==> config.mk <==
export PLATFORM = sky130hd
export DESIGN_NAME = scas_scale
export DESIGN_NICKNAME = d
export VERILOG_FILES = /design/src/scas_pkg.sv /design/src/scas_scale.sv
export SDC_FILE = /design/constraint.sdc
export NUM_CORES = 2
export LEC_CHECK = 0
export ABC_AREA = 1
export BUFFER_PORTS_ARGS = -buffer_cell sky130_fd_sc_hd__buf_2
export CAP_MARGIN = 20
export CORE_UTILIZATION = 55
export DETAILED_ROUTE_END_ITERATION = 8
export GPL_TIMING_DRIVEN = 0
export HOLD_SLACK_MARGIN = 0.15
export PLACE_DENSITY = 0.78
export SYNTH_ARGS = -nofsm -noshare
export SYNTH_HDL_FRONTEND = slang
export SYNTH_SLANG_ARGS = --single-unit
export TNS_END_PERCENT = 20
==> constraint.sdc <==
create_clock -name clk_i -period 10.15 [get_ports clk_i]
set_input_delay 2.03 -clock clk_i [delete_from_list [all_inputs] [get_ports clk_i]]
set_output_delay 2.03 -clock clk_i [all_outputs]
set_load 0.05 [all_outputs]
==> src/scas_pkg.sv <==
// shared types, constants and register codes for the sensor channel average and scale block
`timescale 1ns / 1ps
`default_nettype none
package scas_pkg;

  localparam int unsigned CodeW = 12;
  localparam int unsigned ChanW = 2;
  localparam int unsigned NumOutCh = 4;
  localparam int unsigned CfgIdxW = 3;
  localparam int unsigned CfgDataW = 16;

  localparam int unsigned RingDepthDefault = 256;
  localparam int unsigned ChannelCountDefault = 4;

  localparam logic OpSample = 1'b0;
  localparam logic OpRead = 1'b1;

  localparam logic [CfgIdxW-1:0] RegPressureZero = 3'd0;
  localparam logic [CfgIdxW-1:0] RegPressureGain = 3'd1;
  localparam logic [CfgIdxW-1:0] RegPressureLimit = 3'd2;
  localparam logic [CfgIdxW-1:0] RegThrottleZero = 3'd3;
  localparam logic [CfgIdxW-1:0] RegThrottleGain = 3'd4;
  localparam logic [CfgIdxW-1:0] RegLambdaGain = 3'd5;
  localparam logic [CfgIdxW-1:0] RegLambdaOffset = 3'd6;

  localparam logic [CodeW-1:0] PressureZeroReset = 12'd0;
  localparam logic [15:0] PressureGainReset = 16'd256;
  localparam logic [CodeW-1:0] PressureLimitReset = 12'd1050;
  localparam logic [CodeW-1:0] ThrottleZeroReset = 12'd0;
  localparam logic [15:0] ThrottleGainReset = 16'd62;
  localparam logic [15:0] LambdaGainReset = 16'd4191;
  localparam logic [15:0] LambdaOffsetReset = 16'd2048;

  localparam logic [9:0] ThrottleFull = 10'd1000;

  typedef logic [CodeW-1:0] code_t;
  typedef code_t [NumOutCh-1:0] avg_vec_t;

  typedef struct packed {
    logic [CodeW-1:0] pressure_zero;
    logic [15:0] pressure_gain;
    logic [CodeW-1:0] pressure_limit;
    logic [CodeW-1:0] throttle_zero;
    logic [15:0] throttle_gain;
    logic [15:0] lambda_gain;
    logic [15:0] lambda_offset;
  } cfg_t;

  typedef struct packed {
    logic valid;
    logic [ChanW-1:0] channel;
    code_t code;
  } sample_req_t;

endpackage
`default_nettype wire

==> src/scas_scale.sv <==
// scaling, clamping and output register stages for read requests
`timescale 1ns / 1ps
`default_nettype none
module scas_scale (
  input  wire logic               clk_i,
  input  wire logic               rst_ni,
  input  wire logic               in_valid_i,
  output logic                    in_ready_o,
  input  wire scas_pkg::avg_vec_t avg_i,
  input  wire scas_pkg::cfg_t     cfg_i,
  output logic                    out_valid_o,
  input  wire logic               out_stall_i,
  output logic [11:0]             pressure_tenth_kpa_o,
  output logic [9:0]              throttle_tenth_pct_o,
  output logic [15:0]             lambda_q12_o,
  output logic [11:0]             intake_temp_code_o,
  output logic [11:0]             coolant_temp_code_o
);

  logic v2_q, v3_q, out_v_q;
  logic ready2, ready3, ready_out;

  scas_pkg::avg_vec_t avg2_q;

  logic [27:0] p_prod_q, t_prod_q, l_prod_q;
  scas_pkg::code_t intake3_q, coolant3_q;

  logic [11:0] p_diff, t_diff;
  logic [27:0] p_prod_d, t_prod_d, l_prod_d;

  logic [19:0] p_shift, t_shift;
  logic [16:0] l_sum;
  logic [11:0] p_d;
  logic [9:0] t_d;
  logic [15:0] l_d;

  logic [11:0] pressure_q, intake_q, coolant_q;
  logic [9:0] throttle_q;
  logic [15:0] lambda_q;

  assign ready_out = !out_v_q || !out_stall_i;
  assign ready3 = !v3_q || ready_out;
  assign ready2 = !v2_q || ready3;
  assign in_ready_o = ready2;

  always_comb begin
    p_diff = (avg2_q[0] > cfg_i.pressure_zero) ? avg2_q[0] - cfg_i.pressure_zero : '0;
    t_diff = (avg2_q[1] > cfg_i.throttle_zero) ? avg2_q[1] - cfg_i.throttle_zero : '0;
    p_prod_d = 28'(p_diff) * 28'(cfg_i.pressure_gain);
    t_prod_d = 28'(t_diff) * 28'(cfg_i.throttle_gain);
    l_prod_d = 28'(avg2_q[0]) * 28'(cfg_i.lambda_gain);
  end

  always_comb begin
    p_shift = p_prod_q[27:8];
    t_shift = t_prod_q[27:8];
    l_sum = 17'(cfg_i.lambda_offset) + 17'(l_prod_q[27:12]);
    p_d = (p_shift > 20'(cfg_i.pressure_limit)) ? cfg_i.pressure_limit : p_shift[11:0];
    t_d = (t_shift > 20'(scas_pkg::ThrottleFull)) ? scas_pkg::ThrottleFull : t_shift[9:0];
    l_d = l_sum[16] ? 16'hFFFF : l_sum[15:0];
  end

  always_ff @(posedge clk_i or negedge rst_ni) begin
    if (!rst_ni) begin
      v2_q <= 1'b0;
      v3_q <= 1'b0;
      out_v_q <= 1'b0;
    end else begin
      if (ready2) begin
        v2_q <= in_valid_i;
      end
      if (ready3) begin
        v3_q <= v2_q;
      end
      if (ready_out) begin
        out_v_q <= v3_q;
      end
    end
  end

  always_ff @(posedge clk_i) begin
    if (ready2 && in_valid_i) begin
      avg2_q <= avg_i;
    end
    if (ready3 && v2_q) begin
      p_prod_q <= p_prod_d;
      t_prod_q <= t_prod_d;
      l_prod_q <= l_prod_d;
      intake3_q <= avg2_q[2];
      coolant3_q <= avg2_q[3];
    end
    if (ready_out && v3_q) begin
      pressure_q <= p_d;
      throttle_q <= t_d;
      lambda_q <= l_d;
      intake_q <= intake3_q;
      coolant_q <= coolant3_q;
    end
  end

  assign out_valid_o = out_v_q;
  assign pressure_tenth_kpa_o = pressure_q;
  assign throttle_tenth_pct_o = throttle_q;
  assign lambda_q12_o = lambda_q;
  assign intake_temp_code_o = intake_q;
  assign coolant_temp_code_o = coolant_q;

endmodule
`default_nettype wire

==> run metrics <==
final hold violation count=0; Die X=224 um; min-delay worst type=reg2reg; P per Cell Area=296 mW/mm2; antenna violations before repair=8; drt total wl=64400 um; H-tree depth=4; clock slew at reported path FFs=0.08 ns; DR vias/cell=5.27; wire per inst=16.1 um; Mapped Cells=3146; crit path time final=8.53 ns; worst hold slack=0.409 ns; detailed-placement wirelength estimate=54400 um; synth unique cells=52; CTS max path bufs=2; setup TNS=0 ns; post_cts resized=0; Post-Layout Cell Count=3993; startpoint types=input port; drt pass-1 iters=8; total chip power=8720 uW; Num CTS Buffers=17; root cell of the clock tree=clkbuf_16; Peak supply drop=0.000225 V; number of flops mapped to enable cells by yosys=190; worst path arrival time=8.76 ns; commonest non-fill, non-tap cell in the layout=inv_1; via count=21057; met2 WL=29700 um; Cell Area, Synth=0.0270 mm2; Syn Nets=3956; CTS Hold Buffers Added=0; uppermost routed layer=met5; register area share after synthesis=21.4%; global-route wire length before repair=107000 um; Worst-Margin Slew=0.796 ns; highest clock rate=117 MHz; WL met1=27200 um; syn_area_per_cell=8.58 um2; CTS tree=yes; CP endpoint kind=flip-flop; input/output buffers=193; die extent in y=224 um; layout cells sized above 1=9.24%; Slew headroom=46.8%; Final Net Count=4172; Async SR Flop Fraction=1.55%; CP max FO=10; Leakage=0.0154 uW; R2R depth=32; yosys warns=0; Synth Register Bits=193; Die Area=0.0500 mm2; commonest non-fill, non-tap cells in the layout=inv_1, nand2_1, fa_1; DR WL met3=5330 um; Starting Density=56.2%; clock sink count=193; Synth top area share=31.1%; setup violators final=0; Yosys top cell by area=fa_1; # DRC=0; total gr overflow=0; Clock Latency Late Sink=0.48 ns; dpl cells=3958; core area=0.0480 mm2; vias in the first global route=21541; RSZ-0062 raised after global routing=no; GPL Wtd Cong=0.950; Worst path max stage delay=0.52 ns; period utilization=84.0%; Boundary Pins=216; WS Path Type=in2reg; Slowest-stage cell, CP=fa_1; max-slew violations=0; clock skew=0.0222 ns; Rows=80; Worst Hold Depth=0; Initial DRC Count=1445; antenna-violating nets left=0; ys flop type=edfxtp_1; largest cells by area after synthesis=fa_1, edfxtp_1, ha_1, inv_1, nand2_1; maximum number of pins on one net before global-route repair=59; Global Route Usage Sum=27.4%; Syn-to-layout area delta=9.27%; post-CTS setup buffer count=0; Critical Path RT=10.38 ns; status=completed; MaxCap Viol Count=0
worst max-delay path: cells and delay by family:
kind,cells,cell delay [ns]
AOI/OAI and AO/OA,4,0.93
xor gates and xnor gates,1,0.16
adders and majority gates,8,3.49
buffers and inverters,8,1.10
and+or+nand+nor,9,1.03
report_power, final:
group | switching [uW] | internal, uW | leakage, uW
registers | 62.6 | 1330 | 0.00185
logic | 4260 | 2350 | 0.0133
clock network | 367 | 342 | 0.000304
final cells by class:
cell class | count | area [um2]
diodes | 3 | 7.51
repair buffers | 197 | 1060
inverters | 795 | 2990
clock inverters | 15 | 219
well taps | 615 | 769
flip-flops and latches | 193 | 5780
fillers | 4119 | 18500
clock buffers | 17 | 425
plain buffers | 87 | 354
multi-input cells | 2071 | 17900
metrics by stage:
| step | setup WS [ns] | utilization [%] | area [um2] |
|---|---|---|---|
| 3_5_place_dp | 1.14 | 60.0 | 28800 |
| 3_3_place_gp | 1.26 | 59.8 | 28700 |
| 6_report | 1.62 | 61.4 | 29500 |
| 5_1_grt | 1.27 | 61.4 | 29500 |
| 4_1_cts | 1.66 | 61.4 | 29500 |
| 2_1_floorplan | 2.24 | - | 27000 |
registers in the layout (all words and copies together), names as in the netlist:
register              flops
throttle_tenth_pct_o     10
coolant3_q               12
intake_temp_code_o       12
intake3_q                12
out_valid_o               1
v3_q                      1
pressure_tenth_kpa_o     12
v2_q                      1
l_prod_q                 16
avg2_q                   48
t_prod_q                 20
p_prod_q                 20
coolant_temp_code_o      12
lambda_q12_o             16
per-layer routing:
metal,GRT usage (%),up-vias
met1,35.9,10113
met3,5.93,142
met5,0,-
li1,-,9938
met4,9.94,10
met2,44.9,854
synthesized netlist by cell type (2+ instances only):
library cell  instances
a2111oi_0             2
a211oi_1              3
a21o_1                7
a21oi_1             136
a31oi_1              16
buf_1                22
buf_2                13
buf_4                 3
clkbuf_1             49
clkinv_1              2
dfrtp_1               3
edfxtp_1            190
fa_1                420
ha_1                238
inv_1               787
inv_2                 6
nand2_1             695
nand2_2              19
nand3_1              50
nand3_2               5
nand3b_1              4
nand4_1              14
nor2_1              236
nor2_2                8
nor2_4                3
nor3_1               19
nor3_2                2
nor4_1                7
o211ai_1              2
o21a_1                7
o21ai_0              66
o21ai_1               7
o21ai_2               3
o21bai_1              4
o221ai_1              3
or2_2                11
xnor2_1              17
xor2_1               53
cell families (layout without fill, tap and decap cells):
kind of cell	count (synthesis)	count (layout)	share of synthesized area, %
XOR/XNOR	70	70	2.27
buffers and inverters	882	1111	12.4
other	0	3	0
AND/OR/NAND/NOR	1079	1079	16.3
flip-flops	193	193	21.4
AO/OA/AOI/OAI	264	264	5.46
adder cells (fa/ha/maj)	658	658	42.2
worst paths after layout:
path	startpoint	endpoint	slack (ns)
hold / removal	avg2_q[25]	intake3_q[1]	0.41
max in group asynchronous	rst_ni	out_valid_o	8.71
min in group asynchronous	rst_ni	v2_q	1.33
hold reg to reg	avg2_q[25]	intake3_q[1]	0.41
setup / recovery	cfg_i[88]	p_prod_q[26]	1.62
setup reg to reg	avg2_q[0]	p_prod_q[26]	2.22
No activity file was read; power rests on OpenSTA's default activity.
