<file path="config.mk">
export PLATFORM = sky130hd
export DESIGN_NAME = scas_accum
export DESIGN_NICKNAME = d
export VERILOG_FILES = /design/src/scas_pkg.sv /design/src/scas_accum.sv
export SDC_FILE = /design/constraint.sdc
export NUM_CORES = 1
export LEC_CHECK = 0
export BUFFER_PORTS_ARGS = -buffer_cell sky130_fd_sc_hd__buf_4
export CAP_MARGIN = 15
export CORE_AREA = 2 2 105 107
export DETAILED_ROUTE_END_ITERATION = 10
export DIE_AREA = 0 0 107 109
export GPL_TIMING_DRIVEN = 0
export PLACE_DENSITY_LB_ADDON = 0.2
export REMOVE_ABC_BUFFERS = 1
export SLEW_MARGIN = 20
export SYNTH_ARGS = -nofsm -noshare
export SYNTH_HDL_FRONTEND = slang
export SYNTH_SLANG_ARGS = --single-unit
</file>
<file path="constraint.sdc">
create_clock -name clk_i -period 4.9 [get_ports clk_i]
set_clock_uncertainty 0.05 [all_clocks]
set_input_delay 0.245 -clock clk_i [delete_from_list [all_inputs] [get_ports clk_i]]
set_output_delay 0.245 -clock clk_i [all_outputs]
set_load 0.01 [all_outputs]
</file>
<file path="src/scas_pkg.sv">
// shared types, constants and register codes for the sensor channel average and scale block
`timescale 1ns / 1ps
`default_nettype none
package scas_pkg;

  localparam int unsigned CodeW = 12;
  localparam int unsigned ChanW = 2;
  localparam int unsigned NumOutCh = 4;
  localparam int unsigned CfgIdxW = 3;
  localparam int unsigned CfgDataW = 16;

  localparam int unsigned RingDepthDefault = 256;
  localparam int unsigned ChannelCountDefault = 4;

  localparam logic OpSample = 1'b0;
  localparam logic OpRead = 1'b1;

  localparam logic [CfgIdxW-1:0] RegPressureZero = 3'd0;
  localparam logic [CfgIdxW-1:0] RegPressureGain = 3'd1;
  localparam logic [CfgIdxW-1:0] RegPressureLimit = 3'd2;
  localparam logic [CfgIdxW-1:0] RegThrottleZero = 3'd3;
  localparam logic [CfgIdxW-1:0] RegThrottleGain = 3'd4;
  localparam logic [CfgIdxW-1:0] RegLambdaGain = 3'd5;
  localparam logic [CfgIdxW-1:0] RegLambdaOffset = 3'd6;

  localparam logic [CodeW-1:0] PressureZeroReset = 12'd0;
  localparam logic [15:0] PressureGainReset = 16'd256;
  localparam logic [CodeW-1:0] PressureLimitReset = 12'd1050;
  localparam logic [CodeW-1:0] ThrottleZeroReset = 12'd0;
  localparam logic [15:0] ThrottleGainReset = 16'd62;
  localparam logic [15:0] LambdaGainReset = 16'd4191;
  localparam logic [15:0] LambdaOffsetReset = 16'd2048;

  localparam logic [9:0] ThrottleFull = 10'd1000;

  typedef logic [CodeW-1:0] code_t;
  typedef code_t [NumOutCh-1:0] avg_vec_t;

  typedef struct packed {
    logic [CodeW-1:0] pressure_zero;
    logic [15:0] pressure_gain;
    logic [CodeW-1:0] pressure_limit;
    logic [CodeW-1:0] throttle_zero;
    logic [15:0] throttle_gain;
    logic [15:0] lambda_gain;
    logic [15:0] lambda_offset;
  } cfg_t;

  typedef struct packed {
    logic valid;
    logic [ChanW-1:0] channel;
    code_t code;
  } sample_req_t;

endpackage
`default_nettype wire

</file>
<file path="src/scas_accum.sv">
// running sums per channel and their averages by reciprocal multiply
`timescale 1ns / 1ps
`default_nettype none
module scas_accum #(
  parameter int unsigned RING_DEPTH = scas_pkg::RingDepthDefault,
  parameter int unsigned CHANNEL_COUNT = scas_pkg::ChannelCountDefault
) (
  input  wire logic                  clk_i,
  input  wire logic                  rst_ni,
  input  wire scas_pkg::sample_req_t upd_i,
  input  wire scas_pkg::code_t       old_code_i,
  output scas_pkg::avg_vec_t         avg_o
);

  localparam int unsigned CodeW = scas_pkg::CodeW;
  localparam int unsigned LogD = $clog2(RING_DEPTH);
  localparam int unsigned SumW = CodeW + LogD;
  localparam int unsigned RecipShift = SumW + LogD;
  localparam int unsigned RecipW = SumW + 1;
  localparam int unsigned ProdW = SumW + RecipW;
  localparam longint unsigned RecipMul =
    ((64'd1 << RecipShift) + 64'(RING_DEPTH) - 64'd1) / 64'(RING_DEPTH);
  localparam int unsigned ChanIdxW = (CHANNEL_COUNT > 1) ? $clog2(CHANNEL_COUNT) : 1;

  logic [SumW-1:0] sum_q [CHANNEL_COUNT];
  logic [ChanIdxW-1:0] ch_idx;

  assign ch_idx = ChanIdxW'(upd_i.channel);

  always_ff @(posedge clk_i or negedge rst_ni) begin
    if (!rst_ni) begin
      for (int i = 0; i < int'(CHANNEL_COUNT); i++) begin
        sum_q[i] <= '0;
      end
    end else if (upd_i.valid) begin
      sum_q[ch_idx] <= sum_q[ch_idx] - SumW'(old_code_i) + SumW'(upd_i.code);
    end
  end

  for (genvar k = 0; k < int'(scas_pkg::NumOutCh); k++) begin : g_avg
    if (k < int'(CHANNEL_COUNT)) begin : g_built
      logic [ProdW-1:0] prod;
      assign prod = ProdW'(sum_q[k]) * ProdW'(RecipW'(RecipMul));
      assign avg_o[k] = prod[RecipShift +: CodeW];
    end else begin : g_absent
      assign avg_o[k] = '0;
    end
  end

endmodule
`default_nettype wire

</file>
==> summary.md, run 1 <==
Outcome
* run status: finished clean

Placement
* half-perimeter wire length of the detailed placement result: 7920 um
* Buffers on Ports: 76
* placer congestion estimate: 0.813
* Post-Place Worst Slack: 999 ps

Yosys
* leading post-synthesis cells by instance count: dfrtp_1, nand2_1, inv_1, o21ai_0, buf_4
* number of storage elements in the synthesis netlist: 80
* Async SR Flop Fraction: 100%
* most used flip-flop cell after synthesis: dfrtp_1
* sequential cell area fraction in the yosys report: 38.8%
* mean area per synthesized cell: 9.51 um2
* area fraction of the dominant cell type after synthesis: 38.8%
* biggest area contributors in the synthesized netlist: dfrtp_1, mux4_2, buf_4
* Post-synth EDFFs: 0
* Synth Cell Area: 5150 um2
* number of cells produced by synthesis: 542
* warning count from the yosys run: 0
* number of distinct standard cells referenced by the synthesized netlist: 43
* biggest area consumer among synthesized cells: dfrtp_1

Floorplanning
* Horiz. Die Dim: 107 um
* Floorplan Core Area: 10600 um2
* number of rows created at floorplan: 38
* count of boundary I/O pins: 77
* y dimension of the die: 109 um
* Die ar.: 11700 um2
* starting utilization of the core area: 48.6%

Finish
* number of nets in the layout: 624
* sequential standard cell area: 2000 um2
* filler instances: 980
* Antenna Diode Count: 0
* fraction of layout cells with a size suffix above 1: 23.1%
* number of flip-flops under the largest register name: 80
* Top reg by flops: sum_q
* end-of-flow core utilization: 54.6%
* area of the multi-input gates: 2490 um2
* registers with the most flip-flops: sum_q: 80 flops
* area added between synthesis and finish: 12.4%

GRT
* antenna violations before repair: 0
* total grt overflow: 0
* number of global-route vias before repair: 3655
* largest net degree at the start of global routing: 81
* aggregate global-route resource usage: 20.1%
* wire length of the first global-routing pass: 18200 um

Timing
* final-layout setup total negative slack: 0 ps
* Hold Vio Cnt, Final: 0
* slew at the pin closest to its max-slew limit: 859 ps
* RSZ-0062 raised after global routing: false
* Slew Limit Headroom: 42.7%
* min setup slack post-route: 1370 ps
* final period utilization: 72.1%
* number of pins exceeding their max-slew limit in the final report: 0
* top achievable clock speed: 283 MHz
* endpoints failing setup: 0
* Tmin final: 3530 ps

Clock network
* number of cells upsized or downsized after cts: 0
* total number of clock tree sinks: 80
* H-tree lvl count: 3
* TritonCTS clock tree: yes
* later-pin clock latency in the skew report: 370 ps
* count of buffers added by post-CTS timing repair for setup: 0
* number of clock buffers inserted by TritonCTS: 9
* clock tree buffer depth: 2
* clock root buffer: clkbuf_8
* CTS clk-pin slew, worst paths: 80 ps

Setup path
* arrival time reported for the critical path endpoint: 3720 ps
* origin of the critical flop-to-flop path: sum_q[1]$_DFFE_PN0P_
* Worst setup startpoint: sum_q[1]$_DFFE_PN0P_
* maximum fanout encountered on the critical timing path: 4
* Req. time, crit path: 5080 ps
* critical path startpoint category: flip-flop
* crit path capture type: flip-flop
* Crit Path Class: reg2reg

Drt
* Avg WL per Cell: 15.2 um
* initial detailed-routing violation count: 185
* final routed wirelength across all metal layers: 10800 um
* number of antenna-violating nets in the routed design: 0
* # DRC: 0
* top sig layer: met4
* number of iterations in the first detailed-routing pass: 5
* vias after detailed routing: 3668
* sum of met2 wire segment lengths after detailed routing: 5180 um
* met3 routed wirelength: 412 um
* number of vias per cell after detailed routing: 5.18
* wl on met1: 5000 um

Run
* max-cap violation count: 0

Power
* leakage power: 0.00280 uW
* cell area power density: 734 nW/um2
* peak supply drop: 271 uV
* total power of the final layout: 4250 uW

Min path
* min-delay worst type: in2reg
* startpoint of the lowest-slack hold path: upd_i[0]

what timing repair did:
action	CTS	global route
setup endpoints to repair	0	0
hold buffers	0	1
hold endpoints to repair	0	80
critical path, cell delays in order (launching register included):
cell and delay (ps):
dfrtp_1 380, mux4_2 470, inv_1 80, fa_1 400, inv_1 120, ha_1 270
a211oi_2 230, or3_1 180, nand3_1 130, o311a_1 390, o41ai_2 320, xnor2_1 260
o21ai_1 110
where the power goes:
group	internal (uW)	total (uW)	switching [uW]
Combinational	1100	2510	1410
Clock	314	562	248
Sequential	972	1180	206
logic make-up (layout without fill, tap and decap cells):
logic type / after synthesis / after routing / synth area share, %
adders and majority gates: 32 / 32 / 9.51
muxes: 28 / 28 / 10.5
DFF: 80 / 80 / 38.8
xor gates and xnor gates: 18 / 18 / 3.06
buffers and inverters: 130 / 156 / 13.0
AOI/OAI and AO/OA: 122 / 122 / 13.6
and+or+nand+nor: 132 / 132 / 11.5
final cells by class:
type	instances	area share [%]
Multi-Input combinational cell	332	42.9
Sequential cell	80	34.6
Timing Repair Buffer	82	11.8
Inverter	58	3.76
Tap cell	140	3.02
Clock buffer	11	2.61
Clock inverter	5	1.36
final timing paths:
| kind | endpoint | slack, ps | cells after the start |
|---|---|---|---|
| setup reg to reg | sum_q[39]$_DFFE_PN0P_ | 1370 | 12 |
| max in group asynchronous | sum_q[17]$_DFFE_PN0P_ | 3880 | 2 |
| hold / removal | sum_q[20]$_DFFE_PN0P_ | 270 | 3 |
| hold reg to reg | sum_q[45]$_DFFE_PN0P_ | 430 | 2 |
| setup / recovery | sum_q[39]$_DFFE_PN0P_ | 1370 | 12 |
| min in group asynchronous | sum_q[65]$_DFFE_PN0P_ | 420 | 2 |
per-layer routing:
| layer | track usage [%] | vias to the layer above |
|---|---|---|
| li1 | - | 1830 |
| met5 | 0 | - |
| met3 | 3.17 | 11 |
| met1 | 27.5 | 1748 |
| met2 | 32.4 | 79 |
| met4 | 8.07 | 0 |
cells in the final DEF, fill, tap and decap left out, drive strengths merged, types with 8 or more instances in the layout:
cell | synthesis | final
a21oi | 16 | 16
buf | 52 | 81
clkbuf | 20 | 11
dfrtp | 80 | 80
fa | 12 | 12
ha | 20 | 20
inv | 58 | 58
mux2 | 8 | 8
mux4 | 20 | 20
nand2 | 80 | 80
nand3 | 10 | 10
nor2 | 16 | 16
o21ai | 77 | 77
xnor2 | 11 | 11
metrics by stage:
step / instance area [um2] / hold slack [ps] / std cells
after floorplan: 4700 / -101 / 470
after global routing: 5790 / 291 / 708
after detailed placement: 5550 / 417 / 691
final: 5790 / 272 / 708
after global placement: 5450 / 409 / 686
after CTS: 5780 / 33.3 / 707
(Power assumes the default switching activity.)
==> run 2: changes to the inputs <==
clock period = 2.9 ns   (was 4.9 ns; I/O delays follow)
==> run 2 against run 1 <==
  * Combinational power increased to 2.7 times the previous value
  * Highest routed layer unchanged
  * Fmax increased by 5.4%
  * Critical path type unchanged
  * Via count increased by 10%
  * The flow now finishes with violations (setup timing)
==> summary.md, run 2 (synthesis results as in run 1) <==
Drt
* # DRC: 0, unchanged
* number of antenna-violating nets in the routed design: 0, unchanged
* Avg WL per Cell: 16.8 um, +11%
* vias after detailed routing: 4045, +10%
* final routed wirelength across all metal layers: 12700 um, +18%
* initial detailed-routing violation count: 207, +12%
* number of vias per cell after detailed routing: 5.36, +3.4%
* number of iterations in the first detailed-routing pass: 4, -1

Finish
* Antenna Diode Count: 0, unchanged
* Top reg by flops: sum_q
* filler instances: 816, -17%
* fraction of layout cells with a size suffix above 1: 41.5%, +18 points
* registers with the most flip-flops: sum_q: 80 flops
* area of the multi-input gates: 3040 um2, +22%
* top library cells by usage in the layout, fill and taps aside: buf_4, dfrtp_1, nand2_1
* sequential standard cell area: 2000 um2, unchanged
* end-of-flow core utilization: 63.6%, +9.0 points
* most common cell after layout, fill and taps aside: buf_4
* number of flip-flops under the largest register name: 80, unchanged
* number of nets in the layout: 671, +7.5%
* area added between synthesis and finish: 30.8%

Timing
* endpoints failing setup: 58, +58
* min setup slack post-route: -453 ps, -1820 ps
* RSZ-0062 raised after global routing: true
* slew at the pin closest to its max-slew limit: 953 ps, +93.7 ps
* final period utilization: 116%, +44 points
* Tmin final: 3350 ps, -181 ps
* final-layout setup total negative slack: -13580 ps, -13580 ps
* top achievable clock speed: 298 MHz, +5.4%
* Slew Limit Headroom: 36.5%, -6.2 points
* Hold Vio Cnt, Final: 0, unchanged
* number of pins exceeding their max-slew limit in the final report: 0, unchanged

Setup path
* Register-to-Register Path Depth: 15, +3
* total buffers and inverters traversed by the critical path: 5, +3
* arrival time reported for the critical path endpoint: 3540 ps, -180 ps
* top cell family by delay on the critical path: compound AO/OA/AOI/OAI gates
* endpoint of the lowest-slack register-to-register path: sum_q[7]$_DFFE_PN0P_
* maximum fanout encountered on the critical timing path: 4, unchanged
* origin of the critical flop-to-flop path: sum_q[1]$_DFFE_PN0P_
* Req. time, crit path: 3090 ps, -1990 ps
* critical path startpoint category: flip-flop
* cell with the biggest individual delay on the critical path: mux4_2
* Crit Path Class: reg2reg
* r2r setup slk: -450 ps, -1820 ps
* crit path capture type: flip-flop
* critical path, cell by cell: mux4_2 > inv_2 > fa_1 > inv_2 > ha_4 > a211oi_4 > buf_4 > buf_6 > o21bai_1 > a21oi_2 > o21bai_1 > a21oi_1 > xor2_1 > buf_4 > o21ai_1
* Worst path max stage delay: 480 ps, about the same

Clock network
* TritonCTS clock tree: yes
* clock tree buffer depth: 2, unchanged
* clock root buffer: clkbuf_8
* H-tree lvl count: 3, unchanged
* later-pin clock latency in the skew report: 370 ps, about the same
* total number of clock tree sinks: 80, unchanged
* number of clock buffers inserted by TritonCTS: 9, unchanged
* CTS clk-pin slew, worst paths: 80 ps, about the same

GRT
* number of global-route vias before repair: 3955, +8.2%
* total grt overflow: 0, unchanged
* antenna violations before repair: 0, unchanged
* wire length of the first global-routing pass: 19700 um, +8.8%
* largest net degree at the start of global routing: 81, unchanged
* aggregate global-route resource usage: 22.0%, +1.8 points

Min path
* startpoint of the lowest-slack hold path: upd_i[0]
* number of cells traversed by the worst hold path: 3, unchanged
* worst-case hold path end point: sum_q[20]$_DFFE_PN0P_
* min-delay worst type: in2reg

Floorplanning
* count of boundary I/O pins: 77, unchanged
* Die ar.: 11700 um2, unchanged
* number of rows created at floorplan: 38, unchanged
* starting utilization of the core area: 48.6%, unchanged
* Floorplan Core Area: 10600 um2, unchanged
* y dimension of the die: 109 um, unchanged
* Horiz. Die Dim: 107 um, unchanged

Power
* leakage power: 0.00316 uW, +13%
* peak supply drop: 600 uV, +120%
* cell area power density: 1460 nW/um2, +99%

Placement
* Buffers on Ports: 76, unchanged
* placer congestion estimate: 0.813, unchanged
* half-perimeter wire length of the detailed placement result: 7920 um, unchanged

Run
* max-cap violation count: 0, unchanged

Outcome
* run status: finished with violations
* failing checks: setup timing

## run 2: where the power goes
| part | switching [uW] | total, uW | internal [uW] |
|---|---|---|---|
| Clock | 417 | 947 | 530 |
| Combinational | 3480 | 6900 | 3420 |
| Sequential | 343 | 1990 | 1640 |
| Total | 4240 | 9830 | 5590 |
## run 2: layer usage
layer	GRT usage, %	routed length, um	vias to the layer above
li1	-	-	1931
met5	0	0	-
met1	29.0	5450	1995
met3	4.12	516	15
met4	7.33	181	0
met2	36.8	6560	104
## run 2: metrics by stage
stage | hold WS [ps] | total power, uW | setup WS (ps) | instance area (um2) | cells
2_1_floorplan | -201 | 4900 | -250 | 4700 | 470
3_3_place_gp | 323 | 6130 | -922 | 5450 | 686
3_5_place_dp | 333 | 6250 | -901 | 5550 | 691
4_1_cts | 167 | 8930 | -486 | 6440 | 741
5_1_grt | 181 | 10500 | -504 | 6750 | 755
6_report | 176 | 9830 | -453 | 6750 | 755
## run 2: what timing repair did
item                                    in CTS  in global routing
hold buffers                                 1                  0
endpoints found under the setup margin      52                 60
pin swaps                                   68                 58
gates resized for setup                     99                 53
endpoints found under the hold margin       80                  0
setup buffers                               37                 21
## run 2: layout make-up
class                      instances  area share [%]
multi-input combinational        332            45.0
sequential                        80            29.7
timing repair buffer             129            16.0
inverter                          58            3.23
tap                              140            2.60
clock buffer                      11            2.24
clock inverter                     5            1.17
## run 2: worst max path at each step
stage	startpoint	end	slack, ps	depth (start not counted)
floorplan	sum_q[10]$_DFFE_PN0P_	sum_q[35]$_DFFE_PN0P_	-250	12
global placement	upd_i[12]	sum_q[59]$_DFFE_PN0P_	-920	13
detailed placement	upd_i[12]	sum_q[39]$_DFFE_PN0P_	-900	13
CTS	sum_q[1]$_DFFE_PN0P_	sum_q[39]$_DFFE_PN0P_	-490	12
global route	sum_q[61]$_DFFE_PN0P_	sum_q[67]$_DFFE_PN0P_	-500	15
finish	sum_q[1]$_DFFE_PN0P_	sum_q[7]$_DFFE_PN0P_	-450	15
## run 2: worst min-delay path, stage by stage
cell and delay, ps:
buf_4 90, ha_2 190, mux2_2 140
==> run 3: changes to the inputs <==
CORE_AREA = 2 2 106 108   (was 2 2 105 107)
DIE_AREA = 0 0 108 110   (was 0 0 107 109)
SLEW_MARGIN = not set   (was 20)
clock period = 3.5 ns   (was 2.9 ns; I/O delays follow)
==> run 3 against run 2 <==
  * The run now ends clean
  * Setup slack improved by 560 ps
  * Non-clock buffer count decreased by 38
  * Flip-flop and latch count stayed put
  * Critical path type unchanged
  * Critical endpoint is now sum_q[19]$_DFFE_PN0P_
  * Highest routed layer unchanged
==> summary.md, run 3 (synthesis results as in run 1) <==
Drt
* # DRC: 0, unchanged
* initial detailed-routing violation count: 170, -18%
* Avg WL per Cell: 15.7 um, -7.0%
* vias after detailed routing: 3782, -6.5%
* number of antenna-violating nets in the routed design: 0, unchanged
* final routed wirelength across all metal layers: 11200 um, -12%
* number of iterations in the first detailed-routing pass: 5, +1
* number of vias per cell after detailed routing: 5.28, -1.4%

Finish
* filler instances: 978, +20%
* Antenna Diode Count: 0, unchanged
* number of nets in the layout: 633, -5.7%
* finished layout cell area: 5940 um2, -12%
* most common cell after layout, fill and taps aside: buf_4
* area added between synthesis and finish: 15.3%
* Top reg by flops: sum_q
* top library cells by usage in the layout, fill and taps aside: buf_4, nand2_1, dfrtp_1
* area of the multi-input gates: 2620 um2, -14%
* registers with the most flip-flops: sum_q: 80 flops
* fraction of layout cells with a size suffix above 1: 27.8%, -14 points
* sequential standard cell area: 2000 um2, unchanged
* number of flip-flops under the largest register name: 80, unchanged

Floorplanning
* Die ar.: 11900 um2, +1.9%
* Horiz. Die Dim: 108 um, +0.93%
* count of boundary I/O pins: 77, unchanged
* number of rows created at floorplan: 38, unchanged
* starting utilization of the core area: 48.2%, -0.43 points
* y dimension of the die: 110 um, +0.92%
* Floorplan Core Area: 10700 um2, +0.90%

Outcome
* run status: finished clean

Setup path
* Worst path max stage delay: 460 ps, -20 ps
* arrival time reported for the critical path endpoint: 3560 ps, +20 ps
* maximum fanout encountered on the critical timing path: 4, unchanged
* top cell family by delay on the critical path: compound AO/OA/AOI/OAI gates
* Worst setup startpoint: sum_q[1]$_DFFE_PN0P_
* origin of the critical flop-to-flop path: sum_q[1]$_DFFE_PN0P_
* Req. time, crit path: 3660 ps, +570 ps
* critical path, cell by cell: mux4_2 > inv_1 > fa_1 > inv_2 > ha_1 > a211oi_2 > or3_4 > nand3_2 > o311a_4 > o41ai_4 > xnor2_2 > o21ai_1
* r2r setup slk: 110 ps, +560 ps
* Register-to-Register Path Depth: 12, -3
* critical path startpoint category: flip-flop
* endpoint of the lowest-slack register-to-register path: sum_q[19]$_DFFE_PN0P_
* Crit Path Class: reg2reg
* cell with the biggest individual delay on the critical path: mux4_2
* crit path capture type: flip-flop
* total buffers and inverters traversed by the critical path: 2, -3

Timing
* Slew Limit Headroom: 32.5%, -3.9 points
* Hold Vio Cnt, Final: 0, unchanged
* top achievable clock speed: 295 MHz, -1.2%
* min setup slack post-route: 106 ps, +560 ps
* RSZ-0062 raised after global routing: true
* final period utilization: 97.0%, -19 points
* Tmin final: 3390 ps, +40.3 ps
* final-layout setup total negative slack: 0 ps, +13580 ps
* slew at the pin closest to its max-slew limit: 1010 ps, +59.1 ps
* endpoints failing setup: 0, -100%
* number of pins exceeding their max-slew limit in the final report: 0, unchanged

Placement
* Post-Place Worst Slack: -297 ps, +604 ps
* placer congestion estimate: 0.812, about the same
* half-perimeter wire length of the detailed placement result: 7710 um, -2.6%
* Post-DP Area: 5510 um2, -0.74%
* Buffers on Ports: 76, unchanged

GRT
* antenna violations before repair: 0, unchanged
* total grt overflow: 0, unchanged
* aggregate global-route resource usage: 20.0%, -1.9 points
* largest net degree at the start of global routing: 81, unchanged
* wire length of the first global-routing pass: 18200 um, -7.8%
* number of global-route vias before repair: 3736, -5.5%

Power
* cell area power density: 1070 nW/um2, -27%
* switching power share of the total: 43.9%, +0.80 points
* leakage power: 0.00286 uW, -9.4%
* Pint: 3560 uW, -36%
* power share of the sequential group: 25.8%, +5.6 points
* clock network power share: 11.2%, +1.6 points
* combinational fraction of design power: 63.0%, -7.2 points
* peak supply drop: 450 uV, -25%
* Psw: 2790 uW, -34%

Clock network
* number of clock buffers inserted by TritonCTS: 9, unchanged
* clock root buffer: clkbuf_8
* TritonCTS clock tree: yes
* H-tree lvl count: 3, unchanged
* clock tree buffer depth: 2, unchanged
* later-pin clock latency in the skew report: 360 ps, about the same
* CTS clk-pin slew, worst paths: 70 ps, about the same
* total number of clock tree sinks: 80, unchanged

Run
* max-cap violation count: 0, unchanged

Min path
* number of cells traversed by the worst hold path: 3, unchanged
* min-delay worst type: in2reg
* startpoint of the lowest-slack hold path: upd_i[0]
* worst-case hold path end point: sum_q[60]$_DFFE_PN0P_

run 3: worst max path at each step:
stage | slack (ps) | to | cells past startpoint
after floorplan | 350 | sum_q[35]$_DFFE_PN0P_ | 12
after global placement | -280 | sum_q[33]$_DFFE_PN0P_ | 13
after detailed placement | -300 | sum_q[19]$_DFFE_PN0P_ | 13
after CTS | 30 | sum_q[75]$_DFFE_PN0P_ | 12
after global routing | -60 | sum_q[19]$_DFFE_PN0P_ | 12
final | 110 | sum_q[19]$_DFFE_PN0P_ | 12
run 3: layout make-up:
cell class	count	area share [%]
inverter	58	3.66
timing repair buffer	91	12.2
clock inverter	3	0.674
sequential	80	33.7
tap	140	2.95
multi-input combinational	332	44.1
clock buffer	12	2.78
run 3: power by group through the flow:
stage               combinational, uW  sequential, uW  clock (uW)
finish                           4000            1640         711
global route                     4470            1700         771
CTS                              3540            1650         729
detailed placement               3520            1670           0
global placement                 3430            1640           0
floorplan                        2340            1720           0
run 3: through the flow:
step	cells	hold WS (ps)	utilization, %	total power (uW)
after floorplan	470	-171	-	4060
after global placement	686	348	50.9	5070
after detailed placement	688	366	51.5	5180
after CTS	704	204	53.5	5920
after global routing	716	228	55.6	6950
final	716	206	55.6	6350
run 3: layer usage:
layer | GRT usage [%] | up-vias | routed length (um)
met4 | 8.24 | 0 | 150
met5 | 0 | - | 0
met2 | 33.2 | 99 | 5540
met1 | 26.7 | 1832 | 4890
met3 | 2.88 | 10 | 626
li1 | - | 1841 | -
run 3: repair_timing:
action,in CTS,in global routing
hold endpoints to repair,80,0
endpoints found under the setup margin,0,27
setup buffers,0,12
gates resized for setup,0,23
hold buffers,1,0
run 3: worst register-to-register path: cells and delay by family (launching register included):
family,cells,cell delay [ps]
DFF,1,380
AOI/OAI and AO/OA,4,1000
adders and majority gates,2,680
muxes,1,460
buffers and inverters,2,180
and+or+nand+nor,2,290
xor gates and xnor gates,1,200
